**src/hw/rtl/tcphr_pkg.sv**
```systemverilog
// ----------------------------------------------------------------------------
// tcphr_pkg
// shared types and constants for the tcp header timestamp/sequence rewriter
// ----------------------------------------------------------------------------
package tcphr_pkg;

  // header layout
  localparam logic [5:0] BaseLen = 6'd20;
  localparam logic [5:0] SeqPos  = 6'd4;
  localparam logic [5:0] SeqEnd  = 6'd8;
  localparam logic [5:0] DoffPos = 6'd12;
  localparam logic [5:0] PosMax  = 6'd63;

  // option kinds and lengths
  localparam logic [7:0] OptEnd   = 8'd0;
  localparam logic [7:0] OptNop   = 8'd1;
  localparam logic [7:0] OptTs    = 8'd8;
  localparam logic [7:0] OptTsLen = 8'd10;
  localparam logic [7:0] OptMinLen = 8'd2;

  typedef enum logic [1:0] {
    ST_OK         = 2'd0,
    ST_NO_OPTS    = 2'd1,
    ST_MALFORMED  = 2'd2,
    ST_BAD_TS_LEN = 2'd3
  } status_t;

  typedef enum logic [1:0] {
    CFG_TS_OFFSET  = 2'd0,
    CFG_TS_ENABLE  = 2'd1,
    CFG_SEQ_OFFSET = 2'd2,
    CFG_SEQ_ENABLE = 2'd3
  } cfg_idx_t;

  typedef enum logic [6:0] {
    PH_KIND      = 7'b0000001,
    PH_LEN_OTHER = 7'b0000010,
    PH_LEN_TS    = 7'b0000100,
    PH_SKIP      = 7'b0001000,
    PH_TSVAL     = 7'b0010000,
    PH_TSECR     = 7'b0100000,
    PH_DONE      = 7'b1000000
  } phase_t;

  typedef struct packed {
    logic [31:0] ts_offset;
    logic        ts_enable;
    logic [31:0] seq_offset;
    logic        seq_enable;
  } cfg_t;

  // one group of output bytes, left aligned, msb first on the wire
  typedef struct packed {
    logic [31:0] data;
    logic [1:0]  nbytes_m1;
    logic        last;
    logic [1:0]  status;
  } row_t;

endpackage

```
**src/hw/rtl/tcphr_if.sv**
```systemverilog
// ----------------------------------------------------------------------------
// tcphr_if
// valid/ready channels for header bytes in and rewritten bytes out
// ----------------------------------------------------------------------------
interface tcphr_in_if;
  logic       valid;
  logic       ready;
  logic [7:0] hdr_byte;
  logic       last_in;

  modport source (output valid, output hdr_byte, output last_in, input ready);
  modport sink   (input valid, input hdr_byte, input last_in, output ready);
endinterface

interface tcphr_out_if;
  logic       valid;
  logic       ready;
  logic [7:0] out_byte;
  logic       last_out;
  logic [1:0] status;

  modport source (output valid, output out_byte, output last_out, output status,
                  input ready);
  modport sink   (input valid, input out_byte, input last_out, input status,
                  output ready);
endinterface

```
**src/hw/rtl/tcphr_parse.sv**
```systemverilog
// ----------------------------------------------------------------------------
// tcphr_parse
// per-byte header tracking, option walk, word hold and offset rewrite
// ----------------------------------------------------------------------------
module tcphr_parse
  import tcphr_pkg::*;
(
  input  logic       clk,
  input  logic       rst,
  input  cfg_t       cfg,
  input  logic       take,
  input  logic [7:0] hdr_byte,
  input  logic       last_in,
  output logic       push,
  output row_t       row
);

  logic [5:0]  pos, pos_next;
  logic [5:0]  hlen, hlen_next;
  phase_t      phase, phase_next;
  logic [7:0]  skip, skip_next;
  logic [31:0] hold, hold_next;
  logic [1:0]  wcnt, wcnt_next;
  logic [1:0]  rcode, rcode_next;

  logic        opts, in_area, walk, held, word_done, row_vld;
  logic [5:0]  remaining;
  logic [31:0] hold_shift, word_sum;
  logic [1:0]  wcnt_inc;
  logic [1:0]  status;
  row_t        row_c;

  always_comb begin
    hlen_next  = (pos == DoffPos) ? {hdr_byte[7:4], 2'b00} : hlen;
    opts       = hlen_next > BaseLen;
    in_area    = pos >= BaseLen;
    walk       = opts && in_area && (pos < hlen_next) && (phase != PH_DONE);
    remaining  = hlen_next - pos;
    held       = (wcnt != 2'd0) || ((pos == SeqPos) && cfg.seq_enable) ||
                 (walk && ((phase == PH_TSVAL) || (phase == PH_TSECR)));
    hold_shift = {hold[23:0], hdr_byte};
    wcnt_inc   = wcnt + 2'd1;
    word_done  = (wcnt == 2'd3);

    if (pos < SeqEnd) begin
      word_sum = cfg.seq_enable ? hold_shift + cfg.seq_offset : hold_shift;
    end else begin
      word_sum = cfg.ts_enable ? hold_shift + cfg.ts_offset : hold_shift;
    end

    pos_next   = pos;
    phase_next = phase;
    skip_next  = skip;
    hold_next  = hold;
    wcnt_next  = wcnt;
    rcode_next = rcode;
    row_vld    = 1'b0;
    row_c      = '0;
    status     = ST_OK;

    if (held) begin
      if (word_done) begin
        row_vld         = 1'b1;
        row_c.data      = word_sum;
        row_c.nbytes_m1 = 2'd3;
        hold_next       = '0;
        wcnt_next       = '0;
        if (pos >= SeqEnd) begin
          if (phase == PH_TSVAL) begin
            phase_next = PH_TSECR;
          end else begin
            phase_next = PH_DONE;
            rcode_next = ST_OK;
          end
        end
      end else begin
        hold_next = hold_shift;
        wcnt_next = wcnt_inc;
      end
    end else begin
      row_vld         = 1'b1;
      row_c.data      = {hdr_byte, 24'd0};
      row_c.nbytes_m1 = 2'd0;
      if (walk) begin
        case (phase)
          PH_KIND: begin
            if (hdr_byte == OptEnd) begin
              phase_next = PH_DONE;
              rcode_next = ST_OK;
            end else if (hdr_byte == OptNop) begin
              phase_next = PH_KIND;
            end else if (remaining < 6'd2) begin
              phase_next = PH_DONE;
              rcode_next = ST_MALFORMED;
            end else begin
              phase_next = (hdr_byte == OptTs) ? PH_LEN_TS : PH_LEN_OTHER;
            end
          end
          PH_LEN_OTHER: begin
            if ((hdr_byte < OptMinLen) || (hdr_byte > ({2'b00, remaining} + 8'd1))) begin
              phase_next = PH_DONE;
              rcode_next = ST_MALFORMED;
            end else if (hdr_byte == OptMinLen) begin
              phase_next = PH_KIND;
            end else begin
              skip_next  = hdr_byte - OptMinLen;
              phase_next = PH_SKIP;
            end
          end
          PH_LEN_TS: begin
            if (hdr_byte != OptTsLen) begin
              phase_next = PH_DONE;
              rcode_next = ST_BAD_TS_LEN;
            end else if (({2'b00, remaining} + 8'd1) < OptTsLen) begin
              phase_next = PH_DONE;
              rcode_next = ST_MALFORMED;
            end else begin
              phase_next = PH_TSVAL;
              hold_next  = '0;
              wcnt_next  = '0;
            end
          end
          PH_SKIP: begin
            skip_next = skip - 8'd1;
            if (skip_next == 8'd0) begin
              phase_next = PH_KIND;
            end
          end
          default: begin
            phase_next = phase;
          end
        endcase
      end
    end

    // option area ends with this byte
    if (opts && in_area && (({1'b0, pos} + 7'd1) == {1'b0, hlen_next}) &&
        (phase_next != PH_DONE)) begin
      rcode_next = (phase_next == PH_KIND) ? ST_OK : ST_MALFORMED;
      phase_next = PH_DONE;
    end

    if (last_in) begin
      if (!cfg.ts_enable) begin
        status = ST_OK;
      end else if (!opts) begin
        status = ST_NO_OPTS;
      end else if (phase_next == PH_DONE) begin
        status = rcode_next;
      end else begin
        status = ST_MALFORMED;
      end
      // partial word goes out unmodified
      if (held && !word_done) begin
        row_vld         = 1'b1;
        row_c.nbytes_m1 = wcnt_inc - 2'd1;
        case (wcnt_inc)
          2'd1:    row_c.data = {hold_shift[7:0], 24'd0};
          2'd2:    row_c.data = {hold_shift[15:0], 16'd0};
          2'd3:    row_c.data = {hold_shift[23:0], 8'd0};
          default: row_c.data = hold_shift;
        endcase
      end
      row_c.last   = 1'b1;
      row_c.status = status;
      pos_next     = '0;
      hlen_next    = '0;
      phase_next   = PH_KIND;
      skip_next    = '0;
      hold_next    = '0;
      wcnt_next    = '0;
      rcode_next   = ST_OK;
    end else if (pos != PosMax) begin
      pos_next = pos + 6'd1;
    end
  end

  always_ff @(posedge clk) begin
    if (rst) begin
      pos   <= '0;
      hlen  <= '0;
      phase <= PH_KIND;
      skip  <= '0;
      hold  <= '0;
      wcnt  <= '0;
      rcode <= ST_OK;
    end else if (take) begin
      pos   <= pos_next;
      hlen  <= hlen_next;
      phase <= phase_next;
      skip  <= skip_next;
      hold  <= hold_next;
      wcnt  <= wcnt_next;
      rcode <= rcode_next;
    end
  end

  assign push = take && row_vld;
  assign row  = row_c;

endmodule

```
**src/hw/rtl/tcphr_outq.sv**
```systemverilog
// ----------------------------------------------------------------------------
// tcphr_outq
// queue of output byte groups, drained one byte per transfer
// ----------------------------------------------------------------------------
module tcphr_outq
  import tcphr_pkg::*;
#(
  parameter int QDepth = 8
) (
  input  logic clk,
  input  logic rst,
  input  logic push,
  input  row_t row,
  output logic space,
  tcphr_out_if.source out_ch
);

  localparam int AW = (QDepth > 1) ? $clog2(QDepth) : 1;
  localparam int CW = $clog2(QDepth + 1);
  localparam logic [AW-1:0] LastIdx = AW'(QDepth - 1);
  localparam logic [CW-1:0] Full    = CW'(QDepth);

  row_t          rows [QDepth];
  logic [AW-1:0] wr_ptr, rd_ptr;
  logic [CW-1:0] count;
  logic [1:0]    sel;
  row_t          head;
  logic          byte_xfer, row_pop, row_end;

  assign head      = rows[rd_ptr];
  assign row_end   = (sel == head.nbytes_m1);
  assign byte_xfer = out_ch.valid && out_ch.ready;
  assign row_pop   = byte_xfer && row_end;
  assign space     = (count != Full);

  always_comb begin
    case (sel)
      2'd0:    out_ch.out_byte = head.data[31:24];
      2'd1:    out_ch.out_byte = head.data[23:16];
      2'd2:    out_ch.out_byte = head.data[15:8];
      default: out_ch.out_byte = head.data[7:0];
    endcase
  end

  assign out_ch.valid    = (count != '0);
  assign out_ch.last_out = head.last && row_end;
  assign out_ch.status   = out_ch.last_out ? head.status : ST_OK;

  always_ff @(posedge clk) begin
    if (push) begin
      rows[wr_ptr] <= row;
    end
  end

  always_ff @(posedge clk) begin
    if (rst) begin
      wr_ptr <= '0;
      rd_ptr <= '0;
      count  <= '0;
      sel    <= '0;
    end else begin
      if (push) begin
        wr_ptr <= (wr_ptr == LastIdx) ? '0 : wr_ptr + AW'(1);
      end
      if (row_pop) begin
        rd_ptr <= (rd_ptr == LastIdx) ? '0 : rd_ptr + AW'(1);
        sel    <= '0;
      end else if (byte_xfer) begin
        sel <= sel + 2'd1;
      end
      case ({push, row_pop})
        2'b10:   count <= count + CW'(1);
        2'b01:   count <= count - CW'(1);
        default: count <= count;
      endcase
    end
  end

`ifndef SYNTH
  a_no_overflow: assert property (@(posedge clk) disable iff (rst)
    push |-> (count != Full || row_pop))
    else $error("row pushed into a full queue");

  a_count_bound: assert property (@(posedge clk) disable iff (rst)
    count <= Full)
    else $error("queue count beyond depth");

  a_sel_in_row: assert property (@(posedge clk) disable iff (rst)
    out_ch.valid |-> (sel <= head.nbytes_m1))
    else $error("byte select past end of row");

  a_sel_idle: assert property (@(posedge clk) disable iff (rst)
    !out_ch.valid |-> (sel == 2'd0))
    else $error("byte select not cleared on empty queue");
`endif

endmodule

```
**src/hw/rtl/tcp_header_timestamp_seq_rewrite.sv**
```systemverilog
// ----------------------------------------------------------------------------
// tcp_header_timestamp_seq_rewrite
// streams a tcp header byte by byte, rewriting sequence and timestamp words
// ----------------------------------------------------------------------------
// usage:
//   in_ch carries one header byte per transfer, last_in on the final byte.
//   out_ch returns the header byte for byte; last_out marks the end of a
//   header and status is valid with it (ok, no options, malformed, bad ts len).
//   cfg_we/cfg_idx/cfg_data write offsets and enables; write only when idle.
// timing:
//   one input byte per cycle sustained while the queue has a free row. a
//   plain echoed byte passes through the input register, then the output
//   queue, before it is presented on out_ch. the four bytes of a rewritten
//   word are held until the fourth arrives and then leave as one row, one
//   byte per transfer; the 8-row output queue absorbs that burst so the input
//   side keeps taking a byte every cycle while out_ch.ready stays high.
// reset:
//   rst clears the configuration, the parse state and the queue.
// stalls:
//   when out_ch.ready is low the queue fills; once it is full the input
//   register holds its byte and in_ch.ready drops until a row drains.
// ----------------------------------------------------------------------------
module tcp_header_timestamp_seq_rewrite
  import tcphr_pkg::*;
#(
  parameter int QDepth = 8
) (
  input  logic        clk,
  input  logic        rst,
  input  logic        cfg_we,
  input  logic [1:0]  cfg_idx,
  input  logic [31:0] cfg_data,
  tcphr_in_if.sink    in_ch,
  tcphr_out_if.source out_ch
);

  cfg_t       cfg;
  logic       in_vld;
  logic [7:0] in_byte;
  logic       in_last;
  logic       take;
  logic       space;
  logic       push;
  row_t       row;

  // configuration registers
  always_ff @(posedge clk) begin
    if (rst) begin
      cfg <= '0;
    end else if (cfg_we) begin
      case (cfg_idx)
        CFG_TS_OFFSET:  cfg.ts_offset  <= cfg_data;
        CFG_TS_ENABLE:  cfg.ts_enable  <= cfg_data[0];
        CFG_SEQ_OFFSET: cfg.seq_offset <= cfg_data;
        CFG_SEQ_ENABLE: cfg.seq_enable <= cfg_data[0];
        default:        cfg <= cfg;
      endcase
    end
  end

  // input register: byte is processed once the queue has a free row
  assign take        = in_vld && space;
  assign in_ch.ready = !in_vld || take;

  always_ff @(posedge clk) begin
    if (rst) begin
      in_vld <= 1'b0;
    end else if (in_ch.ready) begin
      in_vld <= in_ch.valid;
    end
  end

  // payload needs no reset
  always_ff @(posedge clk) begin
    if (in_ch.valid && in_ch.ready) begin
      in_byte <= in_ch.hdr_byte;
      in_last <= in_ch.last_in;
    end
  end

  // header tracking, option walk and rewrite
  tcphr_parse u_parse (
    .clk      (clk),
    .rst      (rst),
    .cfg      (cfg),
    .take     (take),
    .hdr_byte (in_byte),
    .last_in  (in_last),
    .push     (push),
    .row      (row)
  );

  // output rows, serialized one byte per transfer
  tcphr_outq #(
    .QDepth (QDepth)
  ) u_outq (
    .clk    (clk),
    .rst    (rst),
    .push   (push),
    .row    (row),
    .space  (space),
    .out_ch (out_ch)
  );

`ifndef SYNTH
  a_take_needs_item: assert property (@(posedge clk) disable iff (rst)
    push |-> take)
    else $error("row pushed without an input byte");

  a_hold_when_blocked: assert property (@(posedge clk) disable iff (rst)
    (in_vld && !space) |=> in_vld)
    else $error("input byte dropped while queue full");

  a_hold_payload: assert property (@(posedge clk) disable iff (rst)
    (in_vld && !take) |=> ($stable(in_byte) && $stable(in_last)))
    else $error("input byte changed while waiting");
`endif

endmodule

```
**src/flat_wrapper.sv**
```systemverilog
// flat-port wrapper written by rule: the top's interface ports become plain ports
module tcp_header_timestamp_seq_rewrite_flat import tcphr_pkg::*;
#(
  parameter int QDepth = 8
)
  (clk, rst, cfg_we, cfg_idx, cfg_data, in_ch_valid, in_ch_hdr_byte, in_ch_last_in, in_ch_ready, out_ch_valid, out_ch_out_byte, out_ch_last_out, out_ch_status, out_ch_ready);
  tcphr_in_if in_ch_i ();
  tcphr_out_if out_ch_i ();
  input  logic clk;
  input  logic rst;
  input  logic cfg_we;
  input  logic [1:0] cfg_idx;
  input  logic [31:0] cfg_data;
  input wire logic [$bits(in_ch_i.valid)-1:0] in_ch_valid;
  input wire logic [$bits(in_ch_i.hdr_byte)-1:0] in_ch_hdr_byte;
  input wire logic [$bits(in_ch_i.last_in)-1:0] in_ch_last_in;
  output wire logic [$bits(in_ch_i.ready)-1:0] in_ch_ready;
  output wire logic [$bits(out_ch_i.valid)-1:0] out_ch_valid;
  output wire logic [$bits(out_ch_i.out_byte)-1:0] out_ch_out_byte;
  output wire logic [$bits(out_ch_i.last_out)-1:0] out_ch_last_out;
  output wire logic [$bits(out_ch_i.status)-1:0] out_ch_status;
  input wire logic [$bits(out_ch_i.ready)-1:0] out_ch_ready;
  assign in_ch_i.valid = in_ch_valid;
  assign in_ch_i.hdr_byte = in_ch_hdr_byte;
  assign in_ch_i.last_in = in_ch_last_in;
  assign in_ch_ready = in_ch_i.ready;
  assign out_ch_valid = out_ch_i.valid;
  assign out_ch_out_byte = out_ch_i.out_byte;
  assign out_ch_last_out = out_ch_i.last_out;
  assign out_ch_status = out_ch_i.status;
  assign out_ch_i.ready = out_ch_ready;
  tcp_header_timestamp_seq_rewrite #(.QDepth(QDepth)) u_core (.clk(clk), .rst(rst), .cfg_we(cfg_we), .cfg_idx(cfg_idx), .cfg_data(cfg_data), .in_ch(in_ch_i), .out_ch(out_ch_i));
endmodule
```
**config.mk**
```make
export PLATFORM = sky130hd
export DESIGN_NAME = tcp_header_timestamp_seq_rewrite_flat
export DESIGN_NICKNAME = d
export VERILOG_FILES = /design/src/hw/rtl/tcphr_pkg.sv /design/src/hw/rtl/tcphr_if.sv /design/src/hw/rtl/tcphr_parse.sv /design/src/hw/rtl/tcphr_outq.sv /design/src/hw/rtl/tcp_header_timestamp_seq_rewrite.sv /design/src/flat_wrapper.sv
export SDC_FILE = /design/constraint.sdc
export NUM_CORES = 1
export LEC_CHECK = 0
export BUFFER_PORTS_ARGS = -buffer_cell sky130_fd_sc_hd__buf_2
export CAP_MARGIN = 5
export CELL_PAD_IN_SITES_DETAIL_PLACEMENT = 0
export CELL_PAD_IN_SITES_GLOBAL_PLACEMENT = 1
export CORE_UTILIZATION = 45
export CTS_CLUSTER_DIAMETER = 60
export DETAILED_ROUTE_END_ITERATION = 8
export PLACE_DENSITY = 0.8
export SLEW_MARGIN = 20
export SYNTH_ARGS = -nofsm -noshare
export SYNTH_HDL_FRONTEND = slang
export SYNTH_SLANG_ARGS = --single-unit
```
**constraint.sdc**
```tcl
create_clock -name clk -period 10.6 [get_ports clk]
set_input_delay 0 -clock clk [delete_from_list [all_inputs] [get_ports clk]]
set_output_delay 0 -clock clk [all_outputs]
set_load 0.02 [all_outputs]
```
==> impl_metrics.tcl <==
set metrics [dict create \
    whs_path_depth 2 \
    antenna_found_initial 1 \
    whs_ns 0.1186 \
    syn2layout_area_growth_pct 13.66 \
    grt_overflow 0 \
    drc_errors 0 \
    slew_violations 0 \
    clkTransAtPathRegs_ns 0.06 \
    avgSynthCellArea_um2 11.33 \
    outcome "finished clean" \
    synth_cells 2038 \
    placeableCoreArea_um2 50380 \
    post-place-ws_ns 4.266 \
    fin_crit_sh_pct 60.81 \
    top_level_ports 61 \
    p_per_area_nw_per_um2 145.6 \
    p_leak_uw 0.009178 \
    dp_cells 2696 \
    grt.total_usage_pct 23.62 \
    cts_made_buffers 49 \
    grt_pass1_vias 16766 \
    crit_path_end_kind "register" \
    dr_total_vias 16862 \
    synth_edf_count 305 \
    yosysMostFrequentCell "edfxtp_1" \
    htreeDepth 2 \
    yosysTopAreaCell "edfxtp_1" \
    fp.dieArea_um2 52230 \
    cts_setup_buffers 0 \
    max_freq_ghz 0.1551 \
    antenna_cells 0 \
    r2r_slack_ns 4.15 \
    setup_viol 0 \
    regArea_um2 11910 \
    hold_buffers 49 \
    drt-pass1-iter-count 6 \
    cts_tree "built" \
    antenna_left 0 \
    wl_per_cell_um 21.75 \
    fin_tns_setup_ns 0 \
    cts_sinks 442 \
    worstMarginPinSlew_ns 1.139 \
    ys_top_cells_by_area "edfxtp_1 40%, dfxtp_1 12%, mux4_2 7.2%, ha_1 5.3%, a21oi_1 3.6%" \
    stdcell_area_um2 26250 \
    port_buffers 60 \
    final_nets 2275 \
    seq_area_frac_synth_pct 51.53 \
    insertion_delay_ns 0.61 \
    slew_headroom_pct 23.28 \
    drtIter0Drc 1497 \
    final.fill_count 4298 \
    place_congestion 0.9284 \
    synth_commonest_cells "305 x edfxtp_1, 221 x nand2_1, 166 x a21oi_1" \
    die_y_um 228.5 \
    initial_utilization_pct 45.84 \
    via_per_inst 5.942 \
    yosys_warnings 0 \
    cap_violations 0 \
    drive_above_1_share_pct 14.64 \
    final_hold_viol_count 0 \
    reg2reg_depth 21 \
    synth_top_area_share_pct 39.66 \
    wl_mm 61.73 \
    min_path_type "in -> reg" \
    cp-start-kind "register" \
    grt_max_degree 78 \
    synthArstFlopShare_pct 0 \
    row_count 82 \
    critPathKind "reg -> reg" \
    crit_required_ns 10.89 \
    syn_nets 2187 \
    multi_input_area_um2 10590 \
    final_cells 2838 \
    detailed_place_hpwl_mm 41.48 \
    ys_types 97 \
    post-route-min-period_ns 6.446 \
    critPathMaxFanout 8 \
    synthFlopType "edfxtp_1" \
    crit_arrival_ns 6.74 \
    ys_ff_latch 442 \
    place_area_um2 24110 \
    clockBufferDepth 3 \
    netlist_area_um2 23090 \
    rsz0062_at_grt "false" \
    skew_ns 0.03607 \
    cts_root_buf "clkbuf_16" \
    fin_ws_ns 4.154 \
    ir_worst_vdd_uv 117.9 \
    fp.dieW_um 228.5 \
    cts_resized 0 \
    grt_first_pass_wirelength_mm 96.01 \
]
==> area by class of cell <==
| class | count | share of cell area (%) |
|---|---|---|
| flip-flops and latches | 442 | 45.36 |
| multi-input cells | 1431 | 40.33 |
| clock buffers | 62 | 5.015 |
| repair buffers | 147 | 4.261 |
| well taps | 672 | 3.203 |
| clock inverters | 29 | 1.039 |
| inverters | 55 | 0.7865 |
==> report_power, final <==
group | switching, µW | total, µW | leakage [µW] | internal [µW]
clock network | 725 | 1670 | 0.000759 | 942
registers | 21.2 | 1880 | 0.00388 | 1860
logic | 162 | 278 | 0.00454 | 116
==> registers in the layout, indices dropped and copies added, names as in the netlist, 2 cells and up, named ones only <==
name                  cells
u_core.u_outq.rows      296
u_core.cfg               66
u_core.u_parse.hold      24
u_core.in_byte            8
u_core.u_parse.skip       8
u_core.u_parse.phase      7
u_core.u_parse.hlen       6
u_core.u_parse.pos        6
u_core.u_outq.count       4
u_core.u_outq.rd_ptr      3
u_core.u_outq.wr_ptr      3
u_core.u_outq.sel         2
u_core.u_parse.rcode      2
u_core.u_parse.wcnt       2
==> metal layers <==
metal  vias to the layer above  wire [µm]  share of wire, %  global-route usage (%)
met2                       525      29340                48                   39.46
met4                         0       1727               2.8                   7.550
met1                      8318      26860                44                   31.27
met3                       100       3801               6.2                   3.967
met5                         -          0                 0                       0
li1                       7919          -                 -                       -
==> critical path: stages, from the launching register on <==
cell	delay (ns)
dfxtp_1	0.36
inv_1	0.12
ha_1	0.22
nor4bb_1	0.30
buf_4	0.20
a21boi_0	0.15
or2_2	0.37
ha_1	0.35
xnor2_1	0.51
nand3_1	0.29
nor3_1	0.37
xnor2_1	0.13
ha_1	0.34
a2111oi_0	0.44
a31oi_1	0.19
nor3_1	0.32
nand3b_1	0.18
a2bb2o_2	0.31
nor4b_2	0.17
nand2_1	0.11
a21oi_1	0.06
nor3b_1	0.63
==> metrics by stage <==
| step | utilization (%) | total power (µW) |
|---|---|---|
| floorplan | - | 2087 |
| global placement | 47.86 | 2169 |
| detailed placement | 47.86 | 2175 |
| CTS | 51.99 | 3846 |
| global route | 52.11 | 3938 |
| finish | 52.11 | 3821 |
==> cell usage in the layout (no fill, tap or decap), types with 16 or more instances in the layout <==
| master | instances |
|---|---|
| a22oi_1 | 16 |
| nor2_1 | 125 |
| xor2_1 | 25 |
| mux4_2 | 74 |
| a21oi_1 | 166 |
| xnor2_1 | 53 |
| nor3_1 | 47 |
| ha_1 | 97 |
| buf_2 | 59 |
| mux2_2 | 27 |
| a21o_1 | 30 |
| dlygate4sd3_1 | 49 |
| clkbuf_16 | 50 |
| dfxtp_1 | 134 |
| nand2_1 | 221 |
| inv_1 | 55 |
| nand3_1 | 77 |
| edfxtp_1 | 305 |
| o21ai_1 | 22 |
| o21ai_0 | 74 |
| mux2i_1 | 40 |
| buf_4 | 37 |
| nand2b_1 | 33 |
==> cells by family after synthesis <==
family,count (synthesis),share of synthesized area [%]
AO/OA/AOI/OAI,481,13.44
XOR/XNOR,78,2.958
adder cells (fa/ha/maj),101,5.602
buffers and inverters,165,2.936
flip-flops,442,51.53
multiplexers,141,10.27
AND/OR/NAND/NOR,630,13.26
==> final timing paths <==
kind / start / to
worst max-delay path: u_core.u_parse.pos[1]$_SDFFE_PP0P_ / u_core.u_outq.rows[3][1]$_DFFE_PP_
worst min-delay path: in_ch_last_in / u_core.in_last$_DFFE_PP_
worst max register to register: u_core.u_parse.pos[1]$_SDFFE_PP0P_ / u_core.u_outq.rows[3][1]$_DFFE_PP_
worst min register to register: u_core.cfg[7]$_SDFFE_PP0P_ / u_core.cfg[7]$_SDFFE_PP0P_
Note: power is estimated with default switching activity, not from simulation.
